File: src/b64d_pkg.sv
`default_nettype none

package b64d_pkg;

    localparam int QueueDepth = 2;
    localparam int PtrWidth   = $clog2(QueueDepth);
    localparam int CountWidth = $clog2(QueueDepth + 1);

    // Character classes as seen by the decode stage
    typedef enum logic [1:0] {
        KIND_END  = 2'd0,
        KIND_DATA = 2'd1,
        KIND_BAD  = 2'd2,
        KIND_SKIP = 2'd3
    } kind_t;

    typedef struct packed {
        kind_t      kind;
        logic [5:0] sextet;
    } item_t;

    // One-hot position of the next sextet in its group of four
    typedef enum logic [3:0] {
        PH_FIRST  = 4'b0001,
        PH_SECOND = 4'b0010,
        PH_THIRD  = 4'b0100,
        PH_FOURTH = 4'b1000
    } phase_t;

    typedef struct packed {
        logic  valid;
        item_t item;
    } push_t;

endpackage

`default_nettype wire

File: src/b64d_front.sv
`default_nettype none

module b64d_front (
    input  wire logic           in_valid,
    input  wire logic [7:0]     in_char,
    input  wire logic           queue_full,
    output logic                in_stall,
    output b64d_pkg::push_t     push
);
    import b64d_pkg::*;

    item_t cls;

    always_comb
    begin
        cls.kind   = KIND_BAD;
        cls.sextet = 6'd0;
        if (in_char == 8'h00)
        begin
            cls.kind = KIND_END;
        end
        else if (in_char <= 8'h20 || in_char >= 8'h7f)
        begin
            cls.kind = KIND_SKIP;
        end
        else if (in_char >= 8'h41 && in_char <= 8'h5a)
        begin
            cls.kind   = KIND_DATA;
            cls.sextet = 6'(in_char - 8'h41);
        end
        else if (in_char >= 8'h61 && in_char <= 8'h7a)
        begin
            cls.kind   = KIND_DATA;
            cls.sextet = 6'(in_char - 8'h61 + 8'd26);
        end
        else if (in_char >= 8'h30 && in_char <= 8'h39)
        begin
            cls.kind   = KIND_DATA;
            cls.sextet = 6'(in_char - 8'h30 + 8'd52);
        end
        else if (in_char == 8'h2b)
        begin
            cls.kind   = KIND_DATA;
            cls.sextet = 6'd62;
        end
        else if (in_char == 8'h2f)
        begin
            cls.kind   = KIND_DATA;
            cls.sextet = 6'd63;
        end
    end

    assign in_stall = queue_full;

    // skipped bytes never reach the queue
    assign push.valid = in_valid && !queue_full && (cls.kind != KIND_SKIP);
    assign push.item  = cls;

endmodule

`default_nettype wire

File: src/b64d_queue.sv
`default_nettype none

module b64d_queue (
    input  wire logic             clk,
    input  wire logic             rst_n,
    input  wire b64d_pkg::push_t  push,
    input  wire logic             pop,
    output logic                  full,
    output logic                  head_valid,
    output b64d_pkg::item_t       head
);
    import b64d_pkg::*;

    item_t                 entry_reg [QueueDepth];
    logic [PtrWidth-1:0]   wr_ptr_reg, wr_ptr_next;
    logic [PtrWidth-1:0]   rd_ptr_reg, rd_ptr_next;
    logic [CountWidth-1:0] count_reg, count_next;
    logic                  do_pop;

    assign full       = (count_reg == CountWidth'(QueueDepth));
    assign head_valid = (count_reg != '0);
    assign head       = entry_reg[rd_ptr_reg];
    assign do_pop     = pop && head_valid;

    always_comb
    begin
        wr_ptr_next = wr_ptr_reg;
        rd_ptr_next = rd_ptr_reg;
        count_next  = count_reg;
        if (push.valid)
        begin
            wr_ptr_next = (wr_ptr_reg == PtrWidth'(QueueDepth - 1)) ? '0 : wr_ptr_reg + 1'b1;
        end
        if (do_pop)
        begin
            rd_ptr_next = (rd_ptr_reg == PtrWidth'(QueueDepth - 1)) ? '0 : rd_ptr_reg + 1'b1;
        end
        if (push.valid && !do_pop)
        begin
            count_next = count_reg + 1'b1;
        end
        else if (!push.valid && do_pop)
        begin
            count_next = count_reg - 1'b1;
        end
    end

    always_ff @(posedge clk or negedge rst_n)
    begin
        if (!rst_n)
        begin
            wr_ptr_reg <= '0;
            rd_ptr_reg <= '0;
            count_reg  <= '0;
        end
        else
        begin
            wr_ptr_reg <= wr_ptr_next;
            rd_ptr_reg <= rd_ptr_next;
            count_reg  <= count_next;
        end
    end

    always_ff @(posedge clk)
    begin
        if (push.valid)
        begin
            entry_reg[wr_ptr_reg] <= push.item;
        end
    end

endmodule

`default_nettype wire

File: src/b64d_back.sv
`default_nettype none

module b64d_back (
    input  wire logic             clk,
    input  wire logic             rst_n,
    input  wire logic             head_valid,
    input  wire b64d_pkg::item_t  head,
    output logic                  pop,
    output logic                  out_valid,
    input  wire logic             out_stall,
    output logic [7:0]            out_byte,
    output logic                  end_of_text
);
    import b64d_pkg::*;

    phase_t     phase_reg, phase_next;
    logic [5:0] held_reg, held_next;
    logic       halted_reg, halted_next;
    logic       out_valid_reg, out_valid_next;
    logic [7:0] out_byte_reg, out_byte_next;
    logic       eot_reg, eot_next;
    logic       emit;
    logic [5:0] v;

    // result register free, or its transfer completes this cycle
    assign pop = head_valid && (!out_valid_reg || !out_stall);
    assign v   = head.sextet;

    always_comb
    begin
        phase_next    = phase_reg;
        held_next     = held_reg;
        halted_next   = halted_reg;
        out_byte_next = out_byte_reg;
        eot_next      = eot_reg;
        emit          = 1'b0;
        if (pop)
        begin
            unique case (head.kind)
                KIND_END:
                begin
                    emit          = 1'b1;
                    out_byte_next = 8'h00;
                    eot_next      = 1'b1;
                    phase_next    = PH_FIRST;
                    held_next     = 6'd0;
                    halted_next   = 1'b0;
                end
                KIND_BAD:
                begin
                    halted_next = 1'b1;
                end
                KIND_DATA:
                begin
                    if (!halted_reg)
                    begin
                        held_next = v;
                        eot_next  = 1'b0;
                        unique case (phase_reg)
                            PH_FIRST:
                            begin
                                phase_next = PH_SECOND;
                            end
                            PH_SECOND:
                            begin
                                emit          = 1'b1;
                                out_byte_next = {held_reg, v[5:4]};
                                phase_next    = PH_THIRD;
                            end
                            PH_THIRD:
                            begin
                                emit          = 1'b1;
                                out_byte_next = {held_reg[3:0], v[5:2]};
                                phase_next    = PH_FOURTH;
                            end
                            PH_FOURTH:
                            begin
                                emit          = 1'b1;
                                out_byte_next = {held_reg[1:0], v};
                                phase_next    = PH_FIRST;
                            end
                            default:
                            begin
                                phase_next = PH_FIRST;
                            end
                        endcase
                    end
                end
                default:
                begin
                end
            endcase
        end
        out_valid_next = emit ? 1'b1 : (out_valid_reg && out_stall);
    end

    always_ff @(posedge clk or negedge rst_n)
    begin
        if (!rst_n)
        begin
            phase_reg     <= PH_FIRST;
            held_reg      <= 6'd0;
            halted_reg    <= 1'b0;
            out_valid_reg <= 1'b0;
        end
        else
        begin
            phase_reg     <= phase_next;
            held_reg      <= held_next;
            halted_reg    <= halted_next;
            out_valid_reg <= out_valid_next;
        end
    end

    always_ff @(posedge clk)
    begin
        out_byte_reg <= out_byte_next;
        eot_reg      <= eot_next;
    end

    assign out_valid   = out_valid_reg;
    assign out_byte    = out_byte_reg;
    assign end_of_text = eot_reg;

endmodule

`default_nettype wire

File: src/base64_stream_decoder.sv
// Streaming base64 decoder: one text byte per transfer in, one decoded byte
// (or an end-of-text marker for a zero byte) per transfer out. Bytes are taken
// at one per clock while the queue has room; each passes through a two-entry queue
// of classified characters and then the result register before it transfers out.
// The input stalls only when both queue entries are held, which happens while
// the output side stalls with a result pending. Whitespace and other control
// or high bytes are dropped; any other non-alphabet byte, '=' included, stops
// decoding until the next zero byte.
`default_nettype none

module base64_stream_decoder (
    input  wire logic       clk,
    input  wire logic       rst_n,
    input  wire logic       in_valid,
    output logic            in_stall,
    input  wire logic [7:0] in_char,
    output logic            out_valid,
    input  wire logic       out_stall,
    output logic [7:0]      out_byte,
    output logic            end_of_text
);
    import b64d_pkg::*;

    push_t push;
    item_t head;
    logic  queue_full;
    logic  head_valid;
    logic  pop;

    b64d_front u_front (
        .in_valid   (in_valid),
        .in_char    (in_char),
        .queue_full (queue_full),
        .in_stall   (in_stall),
        .push       (push)
    );

    b64d_queue u_queue (
        .clk        (clk),
        .rst_n      (rst_n),
        .push       (push),
        .pop        (pop),
        .full       (queue_full),
        .head_valid (head_valid),
        .head       (head)
    );

    b64d_back u_back (
        .clk         (clk),
        .rst_n       (rst_n),
        .head_valid  (head_valid),
        .head        (head),
        .pop         (pop),
        .out_valid   (out_valid),
        .out_stall   (out_stall),
        .out_byte    (out_byte),
        .end_of_text (end_of_text)
    );

    a_full_has_head: assert property (@(posedge clk) disable iff (!rst_n)
        queue_full |-> head_valid)
        else $error("queue full but no head entry");

    a_full_from_held: assert property (@(posedge clk) disable iff (!rst_n)
        $rose(queue_full) |-> $past(head_valid) && $past(push.valid) && !$past(pop))
        else $error("queue filled without a held entry");

    a_eot_zero: assert property (@(posedge clk) disable iff (!rst_n)
        out_valid && end_of_text |-> out_byte == 8'h00)
        else $error("terminator with nonzero byte");

    a_pop_needs_room: assert property (@(posedge clk) disable iff (!rst_n)
        pop |-> head_valid && (!out_valid || !out_stall))
        else $error("pop while result register blocked");

endmodule

`default_nettype wire

File: config.mk
export PLATFORM = sky130hd
export DESIGN_NAME = base64_stream_decoder
export DESIGN_NICKNAME = d
export VERILOG_FILES = /design/src/b64d_pkg.sv /design/src/b64d_front.sv /design/src/b64d_queue.sv /design/src/b64d_back.sv /design/src/base64_stream_decoder.sv
export SDC_FILE = /design/constraint.sdc
export NUM_CORES = 1
export LEC_CHECK = 0
export BUFFER_PORTS_ARGS = -buffer_cell sky130_fd_sc_hd__buf_4
export CORE_UTILIZATION = 30
export DETAILED_ROUTE_END_ITERATION = 16
export PLACE_DENSITY = 0.56
export SLEW_MARGIN = 10
export SYNTH_ARGS = -nofsm -noshare
export SYNTH_HDL_FRONTEND = slang
export SYNTH_SLANG_ARGS = --single-unit
File: constraint.sdc
create_clock -name clk -period 2.55 [get_ports clk]
set_input_delay 0.51 -clock clk [delete_from_list [all_inputs] [get_ports clk]]
set_output_delay 0.51 -clock clk [all_outputs]
set_load 0.02 [all_outputs]
==> results of run 1 <==
layer usage:
layer | wire length (um) | part of all wire | up-vias | GRT usage
met5 | 0 | 0 | - | 0
met4 | 75 | 0.016 | 0 | 0.0474
met3 | 143 | 0.030 | 6 | 0.0156
met2 | 2300 | 0.48 | 41 | 0.191
met1 | 2280 | 0.47 | 865 | 0.152
li1 | - | - | 894 | -
cells by family (layout without fill, tap and decap cells):
group                    after synthesis  in the layout
AO/OA/AOI/OAI                         66             66
AND/OR/NAND/NOR                       73             73
buffers and inverters                 19             51
multiplexers                           8              8
XOR/XNOR                              10             10
adder cells (fa/ha/maj)                9              9
flip-flops                            41             41
synth_stat cells, drive strengths merged, types with 4 or more instances:
cell,n,share of area
nor2,14,0.021
mux2,8,0.038
a22oi,10,0.030
nand2b,8,0.021
a21o,4,0.012
ha,9,0.046
edfxtp,25,0.30
xor2,5,0.018
nor3,4,0.012
nand2,25,0.038
nand3,6,0.012
buf,10,0.024
nor2b,4,0.013
o21ai,13,0.028
a21oi,14,0.028
inv,8,0.012
dfrtp,15,0.15
xnor2,5,0.018
a22o,4,0.014
power by group through the flow:
| stage | sequential, uW | clock [uW] | combinational (uW) |
|---|---|---|---|
| final | 1020 | 508 | 720 |
| after global routing | 1040 | 547 | 795 |
| after CTS | 1020 | 523 | 729 |
| after detailed placement | 1030 | 0 | 726 |
| after global placement | 1030 | 0 | 719 |
| after floorplan | 1010 | 0 | 548 |
placed cells by master (no fill, tap or decap), types with 6 or more instances in the layout:
cell / Yosys / layout
a22oi_1: 10 / 10
edfxtp_1: 25 / 25
ha_1: 9 / 9
dfrtp_1: 15 / 15
nand2b_1: 7 / 7
a21oi_1: 14 / 14
nor2_1: 14 / 14
buf_4: 1 / 35
nand3_1: 6 / 6
nand2_1: 25 / 25
mux2_2: 7 / 7
inv_1: 8 / 8
o21ai_0: 8 / 8
through the flow:
step           power [uW]   util  setup slack (ns)  instance area, sq um  instances
3_5_place_dp         1760  0.356             0.109                  2800        352
3_3_place_gp         1750  0.356             0.180                  2800        352
2_1_floorplan        1560      -           0.00430                  2470        226
4_1_cts              2270  0.371             0.420                  2910        360
6_report             2250  0.371             0.423                  2910        360
5_1_grt              2390  0.371             0.268                  2910        360
layout make-up:
type	instances	share of cell area
well taps	102	0.0439
repair buffers	35	0.0904
clock inverters	2	0.0133
inverters	8	0.0103
flip-flops and latches	41	0.396
clock buffers	6	0.0250
multi-input cells	166	0.421
how the worst min path moves through the flow:
stage / startpoint / to / slack, ns / cells past startpoint
floorplan: rst_n / u_back.halted_reg$_DFFE_PN0P_ / 0.21 / 0
global placement: rst_n / u_back.phase_reg[2]$_DFFE_PN0P_ / 0.39 / 1
detailed placement: rst_n / u_back.phase_reg[1]$_DFFE_PN0P_ / 0.38 / 1
CTS: rst_n / u_back.halted_reg$_DFFE_PN0P_ / 0.06 / 1
global route: rst_n / u_back.halted_reg$_DFFE_PN0P_ / 0.07 / 1
finish: rst_n / u_back.halted_reg$_DFFE_PN0P_ / 0.07 / 1
==> impl_metrics.env, run 1 <==
export IMPL_synthMuxAreaShare=0.0380
export IMPL_drt_iter0_drc=83
export IMPL_fin_setup_tns_ns=0
export IMPL_worst_path_buf_inv=3
export IMPL_r2r_cells=5
export IMPL_fmax_mhz=470
export IMPL_synth_top_family_by_area="compound AO/OA/AOI/OAI gates"
export IMPL_avgViaCountPerCell=5.02
export IMPL_floorplan_initialDensity=0.315
export IMPL_worstPathRequired_ns=2.51
export IMPL_cts_hold_buf=0
export IMPL_path_common_cell="buf_4"
export IMPL_core_area_sq_um=7850
export IMPL_synth_edff_count=25
export IMPL_n_fill_cell=807
export IMPL_clk_pin_slew_ns=0.08
export IMPL_crit_end="u_queue.entry_reg[1][5]$_DFFE_PP_"
export IMPL_path_delay_family="simple AND/OR/NAND/NOR gates"
export IMPL_drcViolationCount=0
export IMPL_worst_ep_arrival_time_ns=2.08
export IMPL_cp_cell_sequence="buf_4, inv_1, ha_1, nand3b_1, nor4_2, buf_4, nor2b_4, nor3b_4, and2_1"
export IMPL_antenna_found_initial=0
export IMPL_p_switching_uw=749
export IMPL_maxCapViolCount=0
export IMPL_slew_headroom=0.630
export IMPL_wl_per_cell_um=13.3
export IMPL_powerDensity_nw_per_um2=773
export IMPL_rsz0062_at_grt="false"
export IMPL_port_buffers=22
export IMPL_crit_start="in_char[1]"
export IMPL_holdWs_ns=0.0695
export IMPL_syn_inst=226
export IMPL_grt_pass1_vias=1655
export IMPL_num_rows=32
export IMPL_comb_power_share=0.320
export IMPL_grt_remaining_overflow=0
export IMPL_ys_warnings_count=0
export IMPL_cts_buffers=5
export IMPL_area_growth_syn_to_layout_pct=17.8
export IMPL_seq_power_share=0.453
export IMPL_p_int_uw=1500
export IMPL_grt_pass1_wl_mm=7.89
export IMPL_vdd_ir_drop_max_uv=237
export IMPL_firstDrtPassIters=4
export IMPL_cts_tree="yes"
export IMPL_regArea_sq_um=1150
export IMPL_criticalPathCategory="in2reg"
export IMPL_die_width_um=92.7
export IMPL_worstSkewPairLatency_ns=0.29
export IMPL_ys_ff_latch=41
export IMPL_place_congestion=0.806
export IMPL_dieHeight_um=92.7
export IMPL_grt_start_max_net_pins=17
export IMPL_yosys_area_share_simple=0.182
export IMPL_detail_route_antenna_nets=0
export IMPL_synth_compound_area_frac=0.194
export IMPL_cp_start_kind="primary input"
export IMPL_nNetsFinal=278
export IMPL_ys_seq_area_frac=0.467
export IMPL_hold_path_class="in2async"
export IMPL_dieArea_sq_um=8600
export IMPL_multi_input_area_sq_um=1220
export IMPL_post_cts_buffers=0
export IMPL_wirelength_mm=4.80
export IMPL_power_share_clock=0.226
export IMPL_drive_gt1_frac=0.248
export IMPL_synth_xor_area_frac=0.0355
export IMPL_syn_avg_cell_area_sq_um=10.9
export IMPL_hold_viol=0
export IMPL_cts_resized=0
export IMPL_drv_slew=0
export IMPL_htreeDepth=2
export IMPL_skew_ns=0.00885
export IMPL_async_flop_share=0.390
export IMPL_largest_reg_flops=16
export IMPL_root_buffer="clkbuf_8"
export IMPL_swShare=0.334
export IMPL_slowest_delay_ns=0.38
export IMPL_syn_cell_area_sq_um=2470
export IMPL_worst_r2r_endpoint="u_back.phase_reg[2]$_DFFE_PN0P_"
export IMPL_vias=1806
export IMPL_end_kind="flip-flop"
export IMPL_io_pins=23
export IMPL_cp_depth=9
export IMPL_period_minus_slack_ns=2.13
export IMPL_r2r_start="u_queue.rd_ptr_reg$_DFFE_PN0P_"
export IMPL_diodes=0
export IMPL_p_leak_uw=0.00112
export IMPL_worst_r2r_setup_slack_ns=0.56
export IMPL_status="completed"
export IMPL_setup_viol=0
export IMPL_synthAdderAreaFrac=0.0456
export IMPL_fin_crit_sh=0.834
export IMPL_grt_total_usage=0.116
export IMPL_tightestPinTransition_ns=0.553
export IMPL_critical_path_slowest_cell="and2_1"
export IMPL_dp_hpwl_mm=3.53
export IMPL_cp_max_fo=8
export IMPL_clkSinkCount=41
export IMPL_synth_nets=247
export IMPL_synth_cell_types=54
export IMPL_synth_top_flop_cell="edfxtp_1"
export IMPL_clk_path_buf_depth=2
Note: power is estimated with default switching activity, not from simulation.
==> run 2, diff against run 1 <==
--- a/config.mk
+++ b/config.mk
@@ -8,7 +8,7 @@
 export BUFFER_PORTS_ARGS = -buffer_cell sky130_fd_sc_hd__buf_4
 export CORE_UTILIZATION = 30
 export DETAILED_ROUTE_END_ITERATION = 16
-export PLACE_DENSITY = 0.56
+export PLACE_DENSITY = 0.58
 export SLEW_MARGIN = 10
 export SYNTH_ARGS = -nofsm -noshare
 export SYNTH_HDL_FRONTEND = slang
==> constraint.sdc (replaced) <==
create_clock -name clk -period 1.75 [get_ports clk]
set_input_delay 0.35 -clock clk [delete_from_list [all_inputs] [get_ports clk]]
set_output_delay 0.35 -clock clk [all_outputs]
set_load 0.02 [all_outputs]
==> impl_metrics.env, run 2 (synthesis results as in run 1) <==
export IMPL_final_area_sq_um=3540
export IMPL_htreeDepth=2
export IMPL_n_fill_cell=751
export IMPL_grt_pass1_vias=1912
export IMPL_port_buffers=22
export IMPL_criticalPathCategory="in2reg"
export IMPL_swShare=0.325
export IMPL_placed_cell_area_sq_um=3120
export IMPL_cts_tree="yes"
export IMPL_setup_viol=0
export IMPL_p_int_uw=2410
export IMPL_p_leak_uw=0.00138
export IMPL_antenna_found_initial=0
export IMPL_nNetsFinal=323
export IMPL_worstSkewPairLatency_ns=0.29
export IMPL_vias=1962
export IMPL_vdd_ir_drop_max_uv=367
export IMPL_slew_headroom=0.763
export IMPL_hold_viol=0
export IMPL_drcViolationCount=0
export IMPL_io_pins=23
export IMPL_fmax_mhz=572
export IMPL_diodes=0
export IMPL_grt_start_max_net_pins=17
export IMPL_detail_route_antenna_nets=0
export IMPL_status="completed"
export IMPL_place_congestion=0.830
export IMPL_p_switching_uw=1160
export IMPL_skew_ns=0.00323
export IMPL_period_minus_slack_ns=1.75
export IMPL_powerDensity_nw_per_um2=1010
export IMPL_num_rows=32
export IMPL_grt_total_usage=0.132
export IMPL_maxCapViolCount=0
export IMPL_wl_per_cell_um=12.9
export IMPL_worst_ep_arrival_time_ns=1.73
export IMPL_hold_path_class="in2reg"
export IMPL_power_share_clock=0.216
export IMPL_place_ws_ns=-0.549
export IMPL_area_growth_syn_to_layout_pct=43.3
export IMPL_end_kind="flip-flop"
export IMPL_firstDrtPassIters=4
export IMPL_drv_slew=0
export IMPL_cp_max_fo=8
export IMPL_avgViaCountPerCell=4.84
export IMPL_root_buffer="clkbuf_8"
export IMPL_final_cell_mix="buf_4, nand2_1, edfxtp_1"
export IMPL_grt_remaining_overflow=0
export IMPL_setup_ws_ns=0.00164
export IMPL_seq_power_share=0.408
export IMPL_core_area_sq_um=7850
export IMPL_dieHeight_um=92.7
export IMPL_cp_start_kind="primary input"
export IMPL_wirelength_mm=5.22
export IMPL_die_width_um=92.7
export IMPL_clkSinkCount=41
export IMPL_drive_gt1_frac=0.446
export IMPL_tightestPinTransition_ns=0.354
export IMPL_dieArea_sq_um=8600
export IMPL_final_common_cell="buf_4"
export IMPL_largest_reg_flops=16
export IMPL_holdWs_ns=0.269
export IMPL_worstPathRequired_ns=1.73
export IMPL_grt_pass1_wl_mm=9.00
export IMPL_fin_crit_sh=0.999
export IMPL_rsz0062_at_grt="true"
export IMPL_clk_pin_slew_ns=0.07
export IMPL_floorplan_initialDensity=0.315
export IMPL_cts_buffers=5
export IMPL_comb_power_share=0.376
export IMPL_dp_hpwl_mm=3.85
export IMPL_drt_iter0_drc=82
export IMPL_clk_path_buf_depth=2
==> run 2: through the flow <==
stage | std cells | TNS [ns] | util | power (uW)
final | 405 | 0 | 0.451 | 3560
after global placement | 386 | -13.78 | 0.397 | 2720
after floorplan | 226 | -8.29 | - | 2310
after CTS | 403 | -0.0377 | 0.438 | 3570
after detailed placement | 386 | -15.50 | 0.397 | 2740
after global routing | 405 | -1.58 | 0.451 | 3790
==> run 2: metal layers <==
layer | up-vias | GRT usage | part of all wire
li1 | 984 | - | -
met1 | 919 | 0.161 | 0.44
met2 | 51 | 0.238 | 0.50
met3 | 8 | 0.0197 | 0.035
met4 | 0 | 0.0449 | 0.019
met5 | - | 0 | 0
==> run 2: critical path, cell delays in order <==
cell and delay (ns):
buf_8 0.10, buf_6 0.11, ha_4 0.15, and4_4 0.15
a2bb2oi_4 0.14, nor2b_4 0.13, nor3b_4 0.27, nor2b_4 0.33
==> run 2: area by class of cell <==
cell class,instances,area (sq um),share of cell area
clock buffers,7,86.3,0.0244
clock inverters,1,30.0,0.00849
inverters,8,45.0,0.0127
multi-input cells,166,1440,0.406
flip-flops and latches,41,1150,0.326
well taps,102,128,0.0361
repair buffers,80,662,0.187
==> run 2: what timing repair did <==
| item | 4_1_cts | 5_1_grt |
|---|---|---|
| endpoints found under the setup margin | 40 | 28 |
| setup buffers | 8 | 2 |
| endpoints found under the hold margin | 15 | 0 |
| hold buffers | 1 | 0 |
| gates resized for setup | 29 | 19 |
| pin swaps | 14 | 14 |
==> run 2: power groups by stage <==
stage | Clock [uW] | Sequential (uW) | Combinational, uW
final | 770 | 1450 | 1340
after global routing | 826 | 1480 | 1480
after CTS | 790 | 1460 | 1330
after detailed placement | 0 | 1470 | 1270
after global placement | 0 | 1470 | 1250
after floorplan | 0 | 1480 | 836
==> run 2: path summary, 6_finish.rpt <==
check                                                 startpoint                                end  slack, ns  cells past startpoint
worst max-delay path                                  in_char[0]  u_queue.entry_reg[0][3]$_DFFE_PP_      0.002                      8
worst min-delay path                                   out_stall         u_back.out_valid$_DFF_PN0_       0.27                      2
worst max register to register    u_queue.rd_ptr_reg$_DFFE_PN0P_    u_back.phase_reg[0]$_DFFE_PN1P_       0.14                      4
worst min register to register  u_queue.count_reg[1]$_DFFE_PN0P_   u_queue.count_reg[1]$_DFFE_PN0P_       0.50                      1
max in group asynchronous                                  rst_n    u_back.phase_reg[0]$_DFFE_PN1P_       1.05                      2
min in group asynchronous                                  rst_n     u_back.held_reg[5]$_DFFE_PN0P_       0.45                      2
